### config.mk
export PLATFORM = sky130hd
export DESIGN_NAME = word_repack_32_to_24_bitrev
export DESIGN_NICKNAME = d
export VERILOG_FILES = /design/src/hw/rtl/wrep_pkg.sv /design/src/hw/rtl/wrep_in_reg.sv /design/src/hw/rtl/wrep_repack.sv /design/src/hw/rtl/wrep_out_buf.sv /design/src/hw/rtl/word_repack_32_to_24_bitrev.sv
export VERILOG_INCLUDE_DIRS = /design/src /design/src/hw/rtl
export SDC_FILE = /design/constraint.sdc
export NUM_CORES = 1
export LEC_CHECK = 0
export CORE_MARGIN = 3
export CORE_UTILIZATION = 36
export DETAILED_ROUTE_END_ITERATION = 8
export DONT_BUFFER_PORTS = 1
export GPL_TIMING_DRIVEN = 0
export PLACE_DENSITY = 0.58
export RECOVER_POWER = 25
export SLEW_MARGIN = 20
export SYNTH_ARGS = -nofsm -noshare
export SYNTH_HDL_FRONTEND = slang
export SYNTH_HIERARCHICAL = 1
export SYNTH_SLANG_ARGS = --single-unit
### constraint.sdc
create_clock -name clk -period 10.06 [get_ports clk]
set_clock_uncertainty 0.05 [all_clocks]
set_input_delay 1.509 -clock clk [delete_from_list [all_inputs] [get_ports clk]]
set_output_delay 1.509 -clock clk [all_outputs]
set_load 0.02 [all_outputs]
### src/hw/rtl/word_repack_32_to_24_bitrev_macros.svh
// ----------------------------------------------------------------------------
// word_repack_32_to_24_bitrev assertion macros
// concurrent assertion wrappers for clocked implication checks on clk / rst_n
// ----------------------------------------------------------------------------
`ifndef WORD_REPACK_32_TO_24_BITREV_MACROS_SVH
`define WORD_REPACK_32_TO_24_BITREV_MACROS_SVH
`ifndef SYNTHESIS
`define WREP_ASSERT_IMP(lbl, ante, cons) \
  lbl: assert property (@(posedge clk) disable iff (!rst_n) (ante) |-> (cons)) \
    else $error("wrep check failed");
`define WREP_ASSERT_NXT(lbl, ante, cons) \
  lbl: assert property (@(posedge clk) disable iff (!rst_n) (ante) |=> (cons)) \
    else $error("wrep check failed");
`else
`define WREP_ASSERT_IMP(lbl, ante, cons)
`define WREP_ASSERT_NXT(lbl, ante, cons)
`endif
`endif

### src/hw/rtl/wrep_pkg.sv
// ----------------------------------------------------------------------------
// wrep_pkg
// beat types, phase codes and the 24-bit reversal shared by the repacker
// ----------------------------------------------------------------------------
`timescale 1ns / 1ps

package wrep_pkg;

  localparam int unsigned SYM_BITS  = 24;
  localparam int unsigned BUF_DEPTH = 2;

  localparam logic [1:0] PHASE_FIRST  = 2'd0;
  localparam logic [1:0] PHASE_SECOND = 2'd1;
  localparam logic [1:0] PHASE_THIRD  = 2'd2;
  localparam logic [1:0] PHASE_UNUSED = 2'd3;

  typedef struct packed {
    logic [31:0] word;
    logic        frame_start;
  } in_beat_t;

  typedef struct packed {
    logic [SYM_BITS-1:0] symbol;
    logic                last_of_run;
  } out_beat_t;

  typedef struct packed {
    logic      two;
    out_beat_t first;
    out_beat_t second;
  } push_t;

  function automatic logic [SYM_BITS-1:0] reverse24(input logic [SYM_BITS-1:0] v);
    logic [SYM_BITS-1:0] r;
    for (int i = 0; i < SYM_BITS; i++) begin
      r[SYM_BITS-1-i] = v[i];
    end
    return r;
  endfunction

endpackage

### src/hw/rtl/wrep_in_reg.sv
// ----------------------------------------------------------------------------
// wrep_in_reg
// input register: holds one word beat until the repacker takes it
// ----------------------------------------------------------------------------
`timescale 1ns / 1ps

module wrep_in_reg (
  input  logic              clk,
  input  logic              rst_n,
  input  logic              in_valid,
  output logic              in_stall,
  input  wrep_pkg::in_beat_t in_beat,
  input  logic              take,
  output logic              a_valid,
  output wrep_pkg::in_beat_t a_beat
);

  logic               a_valid_r;
  logic               a_valid_nxt;
  wrep_pkg::in_beat_t a_beat_r;

  assign in_stall    = a_valid_r && !take;
  assign a_valid_nxt = in_stall ? a_valid_r : in_valid;

  always_ff @(posedge clk) begin
    if (!rst_n) begin
      a_valid_r <= 1'b0;
    end else begin
      a_valid_r <= a_valid_nxt;
    end
  end

  always_ff @(posedge clk) begin
    if (in_valid && !in_stall) begin
      a_beat_r <= in_beat;
    end
  end

  assign a_valid = a_valid_r;
  assign a_beat  = a_beat_r;

endmodule

### src/hw/rtl/wrep_repack.sv
// ----------------------------------------------------------------------------
// wrep_repack
// phase and leftover state; cuts one word into one or two reversed symbols
// ----------------------------------------------------------------------------
`timescale 1ns / 1ps

module wrep_repack (
  input  logic               clk,
  input  logic               rst_n,
  input  logic               fire,
  input  wrep_pkg::in_beat_t a_beat,
  output wrep_pkg::push_t    push
);

  logic [1:0]  phase_r;
  logic [1:0]  phase_nxt;
  logic [15:0] left_r;
  logic [15:0] left_nxt;
  logic [1:0]  p;
  logic [31:0] w;
  logic [23:0] s0;
  logic [23:0] s1;
  logic        two;

  assign w = a_beat.word;

  always_comb begin
    p = phase_r;
    if (a_beat.frame_start || phase_r == wrep_pkg::PHASE_UNUSED) begin
      p = wrep_pkg::PHASE_FIRST;
    end
    s1  = w[23:0];
    two = 1'b0;
    case (p)
      wrep_pkg::PHASE_SECOND: begin
        s0        = {left_r[7:0], w[31:16]};
        left_nxt  = w[15:0];
        phase_nxt = wrep_pkg::PHASE_THIRD;
      end
      wrep_pkg::PHASE_THIRD: begin
        s0        = {left_r, w[31:24]};
        left_nxt  = 16'd0;
        phase_nxt = wrep_pkg::PHASE_FIRST;
        two       = 1'b1;
      end
      default: begin
        s0        = w[31:8];
        left_nxt  = {8'd0, w[7:0]};
        phase_nxt = wrep_pkg::PHASE_SECOND;
      end
    endcase
  end

  always_ff @(posedge clk) begin
    if (!rst_n) begin
      phase_r <= wrep_pkg::PHASE_FIRST;
      left_r  <= 16'd0;
    end else if (fire) begin
      phase_r <= phase_nxt;
      left_r  <= left_nxt;
    end
  end

  assign push.two                = two;
  assign push.first.symbol       = wrep_pkg::reverse24(s0);
  assign push.first.last_of_run  = 1'b0;
  assign push.second.symbol      = wrep_pkg::reverse24(s1);
  assign push.second.last_of_run = 1'b1;

endmodule

### src/hw/rtl/wrep_out_buf.sv
// ----------------------------------------------------------------------------
// wrep_out_buf
// two-entry symbol buffer; head entry drives the result port directly
// ----------------------------------------------------------------------------
`timescale 1ns / 1ps

module wrep_out_buf (
  input  logic                clk,
  input  logic                rst_n,
  input  logic                fire,
  input  wrep_pkg::push_t     push,
  output logic [1:0]          space,
  output logic                out_valid,
  input  logic                out_stall,
  output wrep_pkg::out_beat_t out_beat
);

  logic [1:0]          cnt_r;
  logic [1:0]          cnt_nxt;
  wrep_pkg::out_beat_t e0_r;
  wrep_pkg::out_beat_t e0_nxt;
  wrep_pkg::out_beat_t e1_r;
  wrep_pkg::out_beat_t e1_nxt;
  logic                pop;

  assign pop = (cnt_r != 2'd0) && !out_stall;

  always_comb begin
    case (cnt_r)
      2'd0:    space = 2'(wrep_pkg::BUF_DEPTH);
      2'd1:    space = pop ? 2'(wrep_pkg::BUF_DEPTH) : 2'(wrep_pkg::BUF_DEPTH - 1);
      default: space = pop ? 2'(wrep_pkg::BUF_DEPTH - 1) : 2'd0;
    endcase
  end

  always_comb begin
    e0_nxt  = e0_r;
    e1_nxt  = e1_r;
    cnt_nxt = cnt_r;
    if (pop) begin
      e0_nxt  = e1_r;
      cnt_nxt = cnt_r - 2'd1;
    end
    if (fire) begin
      if (cnt_nxt == 2'd0) begin
        e0_nxt = push.first;
        e1_nxt = push.second;
      end else begin
        e1_nxt = push.first;
      end
      cnt_nxt = cnt_nxt + (push.two ? 2'd2 : 2'd1);
    end
  end

  always_ff @(posedge clk) begin
    if (!rst_n) begin
      cnt_r <= 2'd0;
    end else begin
      cnt_r <= cnt_nxt;
    end
  end

  always_ff @(posedge clk) begin
    e0_r <= e0_nxt;
    e1_r <= e1_nxt;
  end

  assign out_valid = (cnt_r != 2'd0);
  assign out_beat  = e0_r;

endmodule

### src/hw/rtl/word_repack_32_to_24_bitrev.sv
// ----------------------------------------------------------------------------
// word_repack_32_to_24_bitrev
// 32-bit word stream to bit-reversed 24-bit symbol stream, 3 words -> 4 symbols
// ----------------------------------------------------------------------------
// A word beat is taken every cycle while the result buffer has room for its
// symbols; the word is registered, cut into one symbol (first and second
// word of a group) or two symbols (third word) and reversed, and the symbols
// go to a two-entry result buffer whose head entry drives the port. The
// result port moves one symbol per cycle while out_stall is low, which sets
// the sustained rate: a third word puts two symbols on the result port, so a
// full-rate stream takes three words per four symbols out. frame_start puts
// its word at the start of a group.
`timescale 1ns / 1ps

`include "word_repack_32_to_24_bitrev_macros.svh"

module word_repack_32_to_24_bitrev (
  input  logic                clk,
  input  logic                rst_n,
  input  logic                in_valid,
  output logic                in_stall,
  input  wrep_pkg::in_beat_t  in_beat,
  output logic                out_valid,
  input  logic                out_stall,
  output wrep_pkg::out_beat_t out_beat
);

  logic               a_valid;
  wrep_pkg::in_beat_t a_beat;
  wrep_pkg::push_t    push;
  logic [1:0]         space;
  logic               a_fire;

  assign a_fire = a_valid && (space >= (push.two ? 2'd2 : 2'd1));

  wrep_in_reg u_in_reg (
    .clk      (clk),
    .rst_n    (rst_n),
    .in_valid (in_valid),
    .in_stall (in_stall),
    .in_beat  (in_beat),
    .take     (a_fire),
    .a_valid  (a_valid),
    .a_beat   (a_beat)
  );

  wrep_repack u_repack (
    .clk    (clk),
    .rst_n  (rst_n),
    .fire   (a_fire),
    .a_beat (a_beat),
    .push   (push)
  );

  wrep_out_buf u_out_buf (
    .clk       (clk),
    .rst_n     (rst_n),
    .fire      (a_fire),
    .push      (push),
    .space     (space),
    .out_valid (out_valid),
    .out_stall (out_stall),
    .out_beat  (out_beat)
  );

  `WREP_ASSERT_IMP(a_two_room, a_fire && push.two, space == 2'd2)
  `WREP_ASSERT_NXT(a_load, in_valid && !in_stall, a_valid)
  `WREP_ASSERT_IMP(a_hold, a_valid && !a_fire, in_stall)
  `WREP_ASSERT_NXT(a_fill_shows, a_fire && !out_valid, out_valid)

endmodule

Word level (Yosys, flattened, before mapping). Index checks and enable logic that the tools add are counted. W data, S select, Z words.

Bits in registers: 104. Output and inout bits: 27. Input port bits: 37.

Mux-type cells: 15. Equal/unequal tests: 4. Add/sub/neg operators: 2. Reductions and logical operators: 11. Magnitude comparators: 1.

Operators by type and width (count): $mux W25 (4); $pmux W24 S2 (1); $pmux W16 S2 (1); $mux W2 (5); $pmux W2 S2 (2); $eq A2 B1 Y1 const B (2); $eq A2 B2 Y1 const B (2); $logic_and A1 B1 Y1 (4); $logic_not A2 Y1 (2); $logic_not A1 Y1 (3); $add A2 B2 Y2 (1); $ge A2 B2 Y1 (1); $mux W1 (2); $reduce_bool A2 Y1 (1); $sub A2 B1 Y2 const B (1); $logic_or A1 B1 Y1 (1).

Depth between registers and ports, before layout. Gate-level depths: netlist (run 1).

Word-level depth: 12. Depth in mapped cells: 16. Gate-level depth less buffers: 13.

Modules after synthesis. The synthesis (run 1) kept the hierarchy.

By module, submodules not included: wrep_out_buf (instances 1, area each 2595.0 µm², cells each 173); wrep_repack (instances 1, area each 1530.2 µm², cells each 197); wrep_in_reg (instances 1, area each 1038.5 µm², cells each 37); word_repack_32_to_24_bitrev (instances 1, area each 53.8 µm², cells each 7).

Least setup slack after synthesis (run 1). No wires, ideal clock.

Path kind: input to register. From: input port out_stall. To: register u_in_reg.a_beat_r (netlist bit u_in_reg/a_beat[0]) (enable). Cell stages on the path: 11. Path buffers: 2. Data required time: 9.584 ns. Library setup time: 0.426 ns. Arrival: 5.723 ns. Slack: 3.860 ns. Path through: or2_1 -> buf_6 -> buf_6 -> nor3_1 -> a21o_1 -> inv_1 -> ha_1 -> nor3b_2 -> nor2_1 -> nor2b_4 -> nor2b_1.

Longest elaborated chain between the ends: 10. Elaborated cells between the ends (all ways): 11. Classes of those cells: 1 x order compare; 3 x mux; 7 x reduce/logical.

RTL lines: start: declaration (line word_repack_32_to_24_bitrev.sv:24) `input logic out_stall,`; $logic_not A1 Y1 (*) (line wrep_out_buf.sv:26) `assign pop = (cnt_r != 2'd0) && !out_stall;`; $logic_and A1 B1 Y1 (*) (line wrep_out_buf.sv:26); $mux W1 or $mux W2 (tied branches) (line wrep_out_buf.sv:32, wrep_out_buf.sv:31); $pmux W2 S2 (*) (line wrep_out_buf.sv:29) `case (cnt_r)`; net space[0] (line word_repack_32_to_24_bitrev.sv:31) `logic [1:0] space;`; $ge A2 B2 Y1 (*) (line word_repack_32_to_24_bitrev.sv:34) `assign a_fire = a_valid && (space >= (push.two ? 2'd2 : 2'd1));`; $logic_and A1 B1 Y1 (*) (line word_repack_32_to_24_bitrev.sv:34); net a_fire (line word_repack_32_to_24_bitrev.sv:32) `logic a_fire;`; $logic_not A1 Y1 (*) (line wrep_in_reg.sv:22) `assign in_stall = a_valid_r && !take;`; $logic_and A1 B1 Y1 (*) (line wrep_in_reg.sv:22); net in_stall (line word_repack_32_to_24_bitrev.sv:21) `output logic in_stall,`; $logic_not A1 Y1 (*) (line wrep_in_reg.sv:34) `if (in_valid && !in_stall) begin`; $logic_and A1 B1 Y1 (*) (line wrep_in_reg.sv:34); end signal: assignment (line wrep_in_reg.sv:35) `a_beat_r <= in_beat;`; end: declaration (line wrep_in_reg.sv:20) `wrep_pkg::in_beat_t a_beat_r;`.

Mark *: on every way through the listed nets, which the timed path passes. The rest lies on a longest branch. A chain may end at the register's enable or synchronous reset.

Worst setup path in the final report (run 1).
From: input port out_stall. To: output port in_stall.

Longest elaborated chain between the ends: 8. Elaborated cells between the ends (all ways): 9. Classes of those cells: 1 x order compare; 3 x mux; 5 x reduce/logical.

RTL lines (line): $logic_not A1 Y1 (*) (wrep_out_buf.sv:26); $logic_and A1 B1 Y1 (*) (wrep_out_buf.sv:26); $mux W1 or $mux W2 (tied branches) (wrep_out_buf.sv:32, wrep_out_buf.sv:31); $pmux W2 S2 (*) (wrep_out_buf.sv:29); net space[0] (word_repack_32_to_24_bitrev.sv:31); $ge A2 B2 Y1 (*) (word_repack_32_to_24_bitrev.sv:34); $logic_and A1 B1 Y1 (*) (word_repack_32_to_24_bitrev.sv:34); net a_fire (word_repack_32_to_24_bitrev.sv:32); $logic_not A1 Y1 (*) (wrep_in_reg.sv:22); $logic_and A1 B1 Y1 (*) (wrep_in_reg.sv:22); end: declaration (word_repack_32_to_24_bitrev.sv:21).

Marks and branches as above.

==> results of run 1 <==
per-layer routing:
metal | wire (um) | vias to the layer above | GRT usage
met4 | 229 | 0 | 0.04669
met3 | 680 | 16 | 0.05053
li1 | - | 1501 | -
met5 | 0 | - | 0
met1 | 5063 | 1499 | 0.1913
met2 | 5739 | 92 | 0.2419
critical path, delay by kind of cell:
family                   cells  cell delay, ps
AO/OA/AOI/OAI                1             110
adder cells (fa/ha/maj)      1             280
AND/OR/NAND/NOR              5            1020
buffers and inverters        3             370
layout by cell type (no fill, tap or decap), types with 2 or more instances in the layout:
| master | synthesis | routed |
|---|---|---|
| a21boi_1 | 16 | 16 |
| a21o_1 | 2 | 2 |
| a22oi_1 | 24 | 24 |
| and2_1 | 3 | 3 |
| buf_12 | 2 | 2 |
| buf_16 | 0 | 2 |
| buf_2 | 10 | 9 |
| buf_4 | 33 | 33 |
| buf_6 | 8 | 7 |
| clkbuf_1 | 1 | 5 |
| clkbuf_16 | 0 | 9 |
| clkbuf_8 | 0 | 3 |
| conb_1 | 2 | 2 |
| dfxtp_1 | 46 | 46 |
| edfxtp_1 | 58 | 58 |
| ha_1 | 8 | 8 |
| inv_1 | 8 | 8 |
| mux2_2 | 48 | 48 |
| mux2_4 | 25 | 25 |
| mux2i_1 | 4 | 4 |
| nand2_1 | 28 | 28 |
| nand2b_1 | 16 | 16 |
| nand4b_1 | 8 | 8 |
| nor2_1 | 5 | 4 |
| nor2b_1 | 4 | 3 |
| nor2b_4 | 1 | 2 |
| nor3_1 | 3 | 3 |
| nor3b_2 | 2 | 2 |
| o211ai_1 | 8 | 8 |
| o21a_1 | 2 | 2 |
| o21ai_1 | 24 | 24 |
| xor2_1 | 2 | 2 |
flip-flops by register name (all words and copies together) (netlist names):
signal,count
u_in_reg/a_beat,33
u_repack/phase_r,2
u_repack/left_r,16
u_in_reg/a_valid,1
u_out_buf/e1_r,25
u_out_buf/cnt_r,2
u_out_buf/out_beat,25
per-stage QoR:
stage	cells	area (sq um)	hold WS, ps	total power, uW
6_report	612	5791	423.4	1884
4_1_cts	612	5799	422.9	1913
5_1_grt	612	5791	435.7	2000
3_3_place_gp	594	5443	406.0	1531
3_5_place_dp	596	5513	411.5	1572
2_1_floorplan	414	5218	397.9	1386
final timing paths:
kind / from / end / slack (ps)
hold / removal: u_repack/left_r[15] / u_repack/left_r[15] / 420
setup / recovery: out_stall / in_stall / 5190
hold reg to reg: u_repack/left_r[15] / u_repack/left_r[15] / 420
setup reg to reg: u_out_buf/cnt_r[0] / u_in_reg/a_beat[25] / 6430
power by group through the flow:
stage	Combinational [uW]	Clock, uW	Sequential, uW
6_report	793	336	754
3_3_place_gp	760	0	771
3_5_place_dp	802	0	770
5_1_grt	859	368	773
4_1_cts	806	347	761
2_1_floorplan	649	0	737
layout make-up:
type,count,area (sq um),share of cell area
buffer,55,437.9,0.07563
clock buffer,14,274.0,0.04732
clock inverter,2,12.51,0.002161
inverter,8,30.03,0.005186
multi-input combinational,247,2093,0.3615
sequential,104,2663,0.4598
tap,180,225.2,0.03889
timing repair buffer,2,55.05,0.009507
cell families (layout without fill, tap and decap cells):
group                      count (synthesis)  count (layout)  share of synthesized area
and+or+nand+nor                           75              75                    0.08202
buffers and inverters                     63              81                    0.09137
AOI/OAI and AO/OA                         82              82                     0.1074
other                                      2               2                   0.001439
adders and majority gates                  8               8                    0.01919
DFF                                      104             104                     0.5103
xor gates and xnor gates                   3               3                   0.005037
muxes                                     77              77                     0.1832
==> results.toml, run 1 <==
[route]
drt_iter0_drc = 220
dr_total_vias = 3108
drcViolationCount = 0
ant_nets = 0
vias_per_cell = 5.078
wirelength_um = 11710
avgRoutedWirePerCell_um = 19.14
drt_pass1_iterations = 5

[sta]
setup_tns_ps = 0
worst_slew_pin_slew_ps = 618.1
fmax_mhz = 205.2
fin_ws_ps = 5187
maxSlewViolCount = 0
rsz0062_at_grt = "false"
post-route-period-util = 0.4844
hold_violations = 0
relSlewSlack = 0.5879
finalSetupViolCount = 0
period_minus_slack_ps = 4873

[layout]
num-nets-final = 472
fillers = 1296
layout-drive-gt1-share = 0.3449
fin_util = 0.4124
areaGrowthSynthToFinish_pct = 10.98
n_antenna_cell = 0

[power]
p_int_uw = 1239
p_leak_uw = 0.002186
switchingPower_uw = 645.0
p_comb_frac = 0.421
peakVddDrop_v = 0.0001030
pwr_density_cell_nw_per_um2 = 325.3
switching_share = 0.3424
clkPwrFrac = 0.179
p_seq_frac = 0.400

[die]
die_w_um = 126.4
ioPinCount = 64
start_util = 0.3716
core_area_sq_um = 14040
die_h_um = 126.4
row_count = 43
die_area_sq_um = 15970

[clock_network]
cts_resized = 0
cts_max_path_buffers = 2
cts_buffers = 9
cts_sinks = 104
worstSkewPairLatency_ps = 350
cts_hold_buf = 0
h-tree-depth = 3
cts_root_buffer = "clkbuf_16"
clk_pin_slew_worst_paths_ps = 70
cts_tree = "yes"
post_cts_buffers = 0

[synthesis]
synth.distinct_cells = 42
synth_common_cells = "58 x edfxtp_1, 48 x mux2_2, 46 x dfxtp_1"
yosysTopAreaCellShare = 0.3338
async_flop_share = 0
yosysTopAreaCell = "edfxtp_1"
ys_ff_latch = 104
ys_top_cells_by_area = "edfxtp_1 33%, dfxtp_1 18%, mux2_2 10%"
yosys_warnings = 6
yosysMostFrequentCell = "edfxtp_1"
yosysSeqAreaShare = 0.5103
postSynthCellCount = 414
synth_nets = 459
synth.cell_area_sq_um = 5218
synth_edf_count = 58
ys.flop_type = "edfxtp_1"
syn_avg_cell_area_sq_um = 12.60

[placed_design]
io_buffers = 0
dp_hpwl_um = 8481
gp_congestion = 0.8077
dp_slack_ps = 5151

[worst_setup_path]
max_stage_delay_ps = 280
cp-end-kind = "output port"
worst_path_max_delay_cell = "ha_1"
critPathKind = "input pin to output port"
crit_fanout = 10
reg2reg_depth = 15
arrival_ps = 3310
required_ps = 8500
cp-start-kind = "input pin"
crit_top_cell = "buf_6"
path_cells = "or2_1 -> buf_6 -> buf_6 -> nor3_1 -> a21o_1 -> inv_1 -> ha_1 -> nor3b_2 -> nor2_4 -> nor2b_4"

[global_routing]
grt_pass1_wl_um = 18310
grt_max_degree = 24
track_usage = 0.1501
grt_pass1_vias = 3170
grt_overflow = 0
antenna_found_initial = 0

[outcome]
outcome = "finished, final reports clean"

[hold_path]
worstHoldPathType = "flip-flop to flip-flop"
min_path_cells = 2

[job]
drv_cap = 0
Power figures use the tool's default switching activity.
==> inputs of run 2 (changes only) <==
- clock period: 10.06 -> 5 ns (I/O delays scaled with it)
==> run 2 against run 1 <==
  * Sequential power increased by 100%
  * Non-clock buffer count unchanged
  * Clock power increased by 100%
  * Utilization about the same
  * Register-to-register slack got worse by 5200 ps
  * Critical endpoint unchanged
==> results.toml, run 2 (synthesis results as in run 1) <==
[outcome]
outcome = "finished, final reports clean"

[clock_network]
post_cts_buffers = 0
h-tree-depth = 3
cts_hold_buf = 0
cts_sinks = 104
cts_root_buffer = "clkbuf_16"
cts_buffers = 9
clk_pin_slew_worst_paths_ps = 70
cts_resized = 0
cts_tree = "yes"
cts_max_path_buffers = 2
worstSkewPairLatency_ps = 350

[power]
switching_share = 0.3409
p_comb_frac = 0.422
peakVddDrop_v = 0.0002134
total_power_uw = 3815
switchingPower_uw = 1300
p_seq_frac = 0.398
clkPwrFrac = 0.180
p_leak_uw = 0.002188
pwr_density_cell_nw_per_um2 = 658.2
p_int_uw = 2514

[route]
ant_nets = 0
wirelength_um = 11790
drcViolationCount = 0
vias_per_cell = 5.165
avgRoutedWirePerCell_um = 19.26
dr_total_vias = 3161
drt_iter0_drc = 258
drt_pass1_iterations = 5

[worst_setup_path]
ff2ff_setup_slack_ps = 1200
crit_top_cell = "buf_6"
critPathKind = "flip-flop to output port"
worst_path_max_delay_cell = "nor2_4"
critPathTopFamily = "simple AND/OR/NAND/NOR gates"
path_cells = "buf_6 -> inv_1 -> ha_1 -> or2_1 -> buf_6 -> buf_6 -> nor3_1 -> a21o_1 -> inv_1 -> ha_1 -> nor3b_2 -> nor2_4 -> nor2b_4"
timing.rr.end = "u_in_reg/a_beat[2]"
arrival_ps = 3090
worstSetupStartpoint = "u_out_buf/cnt_r[0]"
cp-start-kind = "flip-flop"
reg2reg_depth = 15
crit_fanout = 17
path_buf_inv = 5
cp-end-kind = "output port"
max_stage_delay_ps = 500
endpoint = "in_stall"
rr_startpoint = "u_out_buf/cnt_r[0]"
worstSetupPathDepth = 13
required_ps = 4200

[layout]
n_antenna_cell = 0
stdcell_area_sq_um = 5796
layout-drive-gt1-share = 0.3449
areaGrowthSynthToFinish_pct = 11.08
final_common_cell = "edfxtp_1"
layout_common_cells = "58 x edfxtp_1, 48 x mux2_2, 46 x dfxtp_1"
final_cell_count_no_fill = 612
num-nets-final = 472
largest_reg_flops = 33

[die]
die_h_um = 126.4
start_util = 0.3716
die_area_sq_um = 15970
row_count = 43
die_w_um = 126.4
core_area_sq_um = 14040
ioPinCount = 64

[job]
drv_cap = 0

[global_routing]
grt_pass1_vias = 3131
antenna_found_initial = 0
track_usage = 0.1495
grt_pass1_wl_um = 18140
grt_max_degree = 21
grt_overflow = 0

[sta]
worst_slew_pin_slew_ps = 606.6
hold_violations = 0
finalSetupViolCount = 0
period_minus_slack_ps = 3893
rsz0062_at_grt = "false"
whs_ps = 424.5
fmax_mhz = 256.9
post-route-period-util = 0.7785
setup_tns_ps = 0
maxSlewViolCount = 0
relSlewSlack = 0.5946

[hold_path]
worstHoldPathType = "flip-flop to flip-flop"
hold_start = "u_repack/left_r[12]"

[placed_design]
dp_cells = 596
io_buffers = 0
dp_hpwl_um = 8578
dpl_cell_area_sq_um = 5513
gp_congestion = 0.8520
==> run 2: per-stage QoR <==
step / utilization / setup WS (ps)
global route: 0.4127 / 885.3
finish: 0.4127 / 1107
floorplan: - / 139.4
CTS: 0.4127 / 1065
global placement: 0.3878 / -1399
detailed placement: 0.3926 / 1155
==> run 2: power by group through the flow <==
stage	Combinational, uW	Clock (uW)	Sequential, uW
global route	1750	737	1550
global placement	1530	0	1550
floorplan	1310	0	1480
CTS	1620	709	1530
finish	1610	687	1520
detailed placement	1610	0	1550
==> run 2: how the worst min path moves through the flow <==
| stage | cells after the start | slack (ps) | to |
|---|---|---|---|
| 2_1_floorplan | 2 | 400 | u_repack/left_r[10] |
| 3_3_place_gp | 2 | 410 | u_repack/left_r[15] |
| 3_5_place_dp | 2 | 410 | u_repack/left_r[14] |
| 4_1_cts | 2 | 430 | u_repack/left_r[14] |
| 5_1_grt | 0 | 430 | u_in_reg/a_beat[12] |
| 6_report | 2 | 420 | u_repack/left_r[12] |
==> run 2: metal layers <==
metal | global-route usage | up-vias | share of wire
li1 | - | 1505 | -
met1 | 0.1909 | 1528 | 0.43
met3 | 0.03537 | 23 | 0.050
met2 | 0.2475 | 105 | 0.49
met4 | 0.05489 | 0 | 0.023
met5 | 0 | - | 0
==> run 2: worst reg2reg max path: cells and delay by family, from the launching register on <==
family	cells	cell delay, ps
compound gates	1	120
fa+ha+maj	2	550
buf+inv	6	820
flops	1	350
simple gates	6	1620
==> run 2: layout make-up <==
class	count	area, sq um
inverter	8	30.03
multi-input combinational	247	2093
clock inverter	4	46.29
buffer	55	446.7
fill	1284	8247
tap	180	225.2
timing repair buffer	2	55.05
clock buffer	12	236.5
sequential	104	2663
==> inputs of run 3 (changes only) <==
- clock period: 5 -> 3.6 ns (I/O delays scaled with it)
==> run 3 against run 2 <==
  * Die area did not move
  * Non-clock buffer count rose by 6
  * Routed wire length rose by 5.1%
  * Sequential cell count did not move
  * Final cell count rose by 1.1%
  * Register-to-register slack got worse by 830 ps
  * First-iteration DRC count fell by 17%
  * Worst setup slack got worse by 910 ps
  * Sequential share of layout area fell by 0.78 points
  * Highest routed layer unchanged
  * Clock power rose by 48%
==> results.toml, run 3 (synthesis results as in run 1) <==
[outcome]
outcome = "finished, final reports clean"

[clock_network]
cts_buffers = 9
cts_max_path_buffers = 2
cts_hold_buf = 0
clk_pin_slew_worst_paths_ps = 70
cts_root_buffer = "clkbuf_16"
cts_sinks = 104
h-tree-depth = 3
worstSkewPairLatency_ps = 350
cts_tree = "yes"

[route]
vias_per_cell = 5.192
dr_total_vias = 3214
wirelength_um = 12390
ant_nets = 0
drt_pass1_iterations = 5
drcViolationCount = 0
avgRoutedWirePerCell_um = 20.01
drt_iter0_drc = 215

[sta]
post-route-period-util = 0.9442
period_minus_slack_ps = 3399
fmax_mhz = 294.2
maxSlewViolCount = 0
finalSetupViolCount = 0
rsz0062_at_grt = "false"
relSlewSlack = 0.3473
hold_violations = 0
worst_slew_pin_slew_ps = 978.1
fin_ws_ps = 200.7

[worst_setup_path]
cp-start-kind = "flip-flop"
crit_top_cell = "buf_6"
worst_path_max_delay_cell = "dfxtp_2"
critPathKind = "flip-flop to output port"
path_buf_inv = 5
max_stage_delay_ps = 340
crit_fanout = 10
arrival_ps = 2810
path_cells = "buf_6 -> inv_1 -> ha_4 -> or2_4 -> buf_6 -> buf_6 -> nor3_2 -> a21o_1 -> inv_1 -> ha_4 -> nor3b_4 -> nor2_4 -> nor2b_4"
cp-end-kind = "output port"
critPathTopFamily = "simple AND/OR/NAND/NOR gates"
required_ps = 3010

[hold_path]
worstHoldPathType = "input pin to flip-flop"

[layout]
num-nets-final = 480
stdcell_area_sq_um = 5898
layout_common_cells = "58 x edfxtp_1, 48 x mux2_2, 45 x dfxtp_1"
fin_util = 0.4200
n_antenna_cell = 0
areaGrowthSynthToFinish_pct = 13.05
final_common_cell = "edfxtp_1"
regArea_sq_um = 2664
layout-drive-gt1-share = 0.3736
final_cell_count_no_fill = 619
fillers = 1294
multi_input_area_sq_um = 2157
largest_reg_flops = 33

[die]
core_area_sq_um = 14040
start_util = 0.3716
die_area_sq_um = 15970
ioPinCount = 64
die_w_um = 126.4
die_h_um = 126.4
row_count = 43

[global_routing]
track_usage = 0.1565
grt_pass1_wl_um = 18970
antenna_found_initial = 0
grt_overflow = 0
grt_pass1_vias = 3359
grt_max_degree = 18

[power]
pwr_density_cell_nw_per_um2 = 927.0
peakVddDrop_v = 0.0003159
total_power_uw = 5468
p_leak_uw = 0.002242

[placed_design]
io_buffers = 0
dp_hpwl_um = 8304
gp_congestion = 0.8592
dp_cells = 594
dpl_cell_area_sq_um = 5458
dp_slack_ps = -853.1

[job]
drv_cap = 0
==> run 3: changes by cell type in the layout (fill, tap and decap cells not counted), moves of 2 or more <==
| cell | before | now |
|---|---|---|
| buf_4 | 33 | 40 |
| buf_16 | 2 | 0 |
| ha_1 | 8 | 6 |
| ha_4 | 0 | 2 |
==> run 3: where the power goes <==
| group | switching, uW | internal (uW) | total (uW) |
|---|---|---|---|
| sequential | 388 | 1720 | 2110 |
| combinational | 1060 | 1280 | 2340 |
| clock | 417 | 604 | 1020 |
| total | 1860 | 3610 | 5470 |
==> run 3: timing repair <==
item / CTS / global route
resized for setup: 4 / 6
gates cloned: 2 / 0
setup buffers: 8 / 0
pin swaps: 2 / 1
setup endpoints to repair: 79 / 3
==> run 3: final cells by class <==
cell class / instances / area share
clock inverters: 4 / 0.01188
repair buffers: 8 / 0.01230
multi-input cells: 249 / 0.3657
clock buffers: 11 / 0.03946
inverters: 8 / 0.005091
flip-flops and latches: 104 / 0.4516
plain buffers: 55 / 0.07573
well taps: 180 / 0.03818
==> run 3: worst paths after layout <==
path,start,end,slack (ps),cells past startpoint
setup / recovery,u_out_buf/cnt_r[0],in_stall,200,13
hold / removal,in_beat[6],u_in_reg/a_beat[6],230,0
setup reg to reg,u_out_buf/cnt_r[0],u_out_buf/out_beat[14],370,16
hold reg to reg,u_repack/left_r[12],u_repack/left_r[12],430,2
==> run 3: metrics by stage <==
step | hold WS, ps | setup TNS [ps]
after floorplan | 397.9 | 0
after global placement | 405.6 | -29060
after detailed placement | 414.0 | -39220
after CTS | 219.8 | 0
after global routing | 213.3 | 0
final | 229.2 | 0
==> run 3: metal layers <==
| layer | global-route usage | share of wire |
|---|---|---|
| met1 | 0.1925 | 0.43 |
| met5 | 0 | 0 |
| met3 | 0.04547 | 0.058 |
| met2 | 0.2640 | 0.49 |
| met4 | 0.05174 | 0.022 |
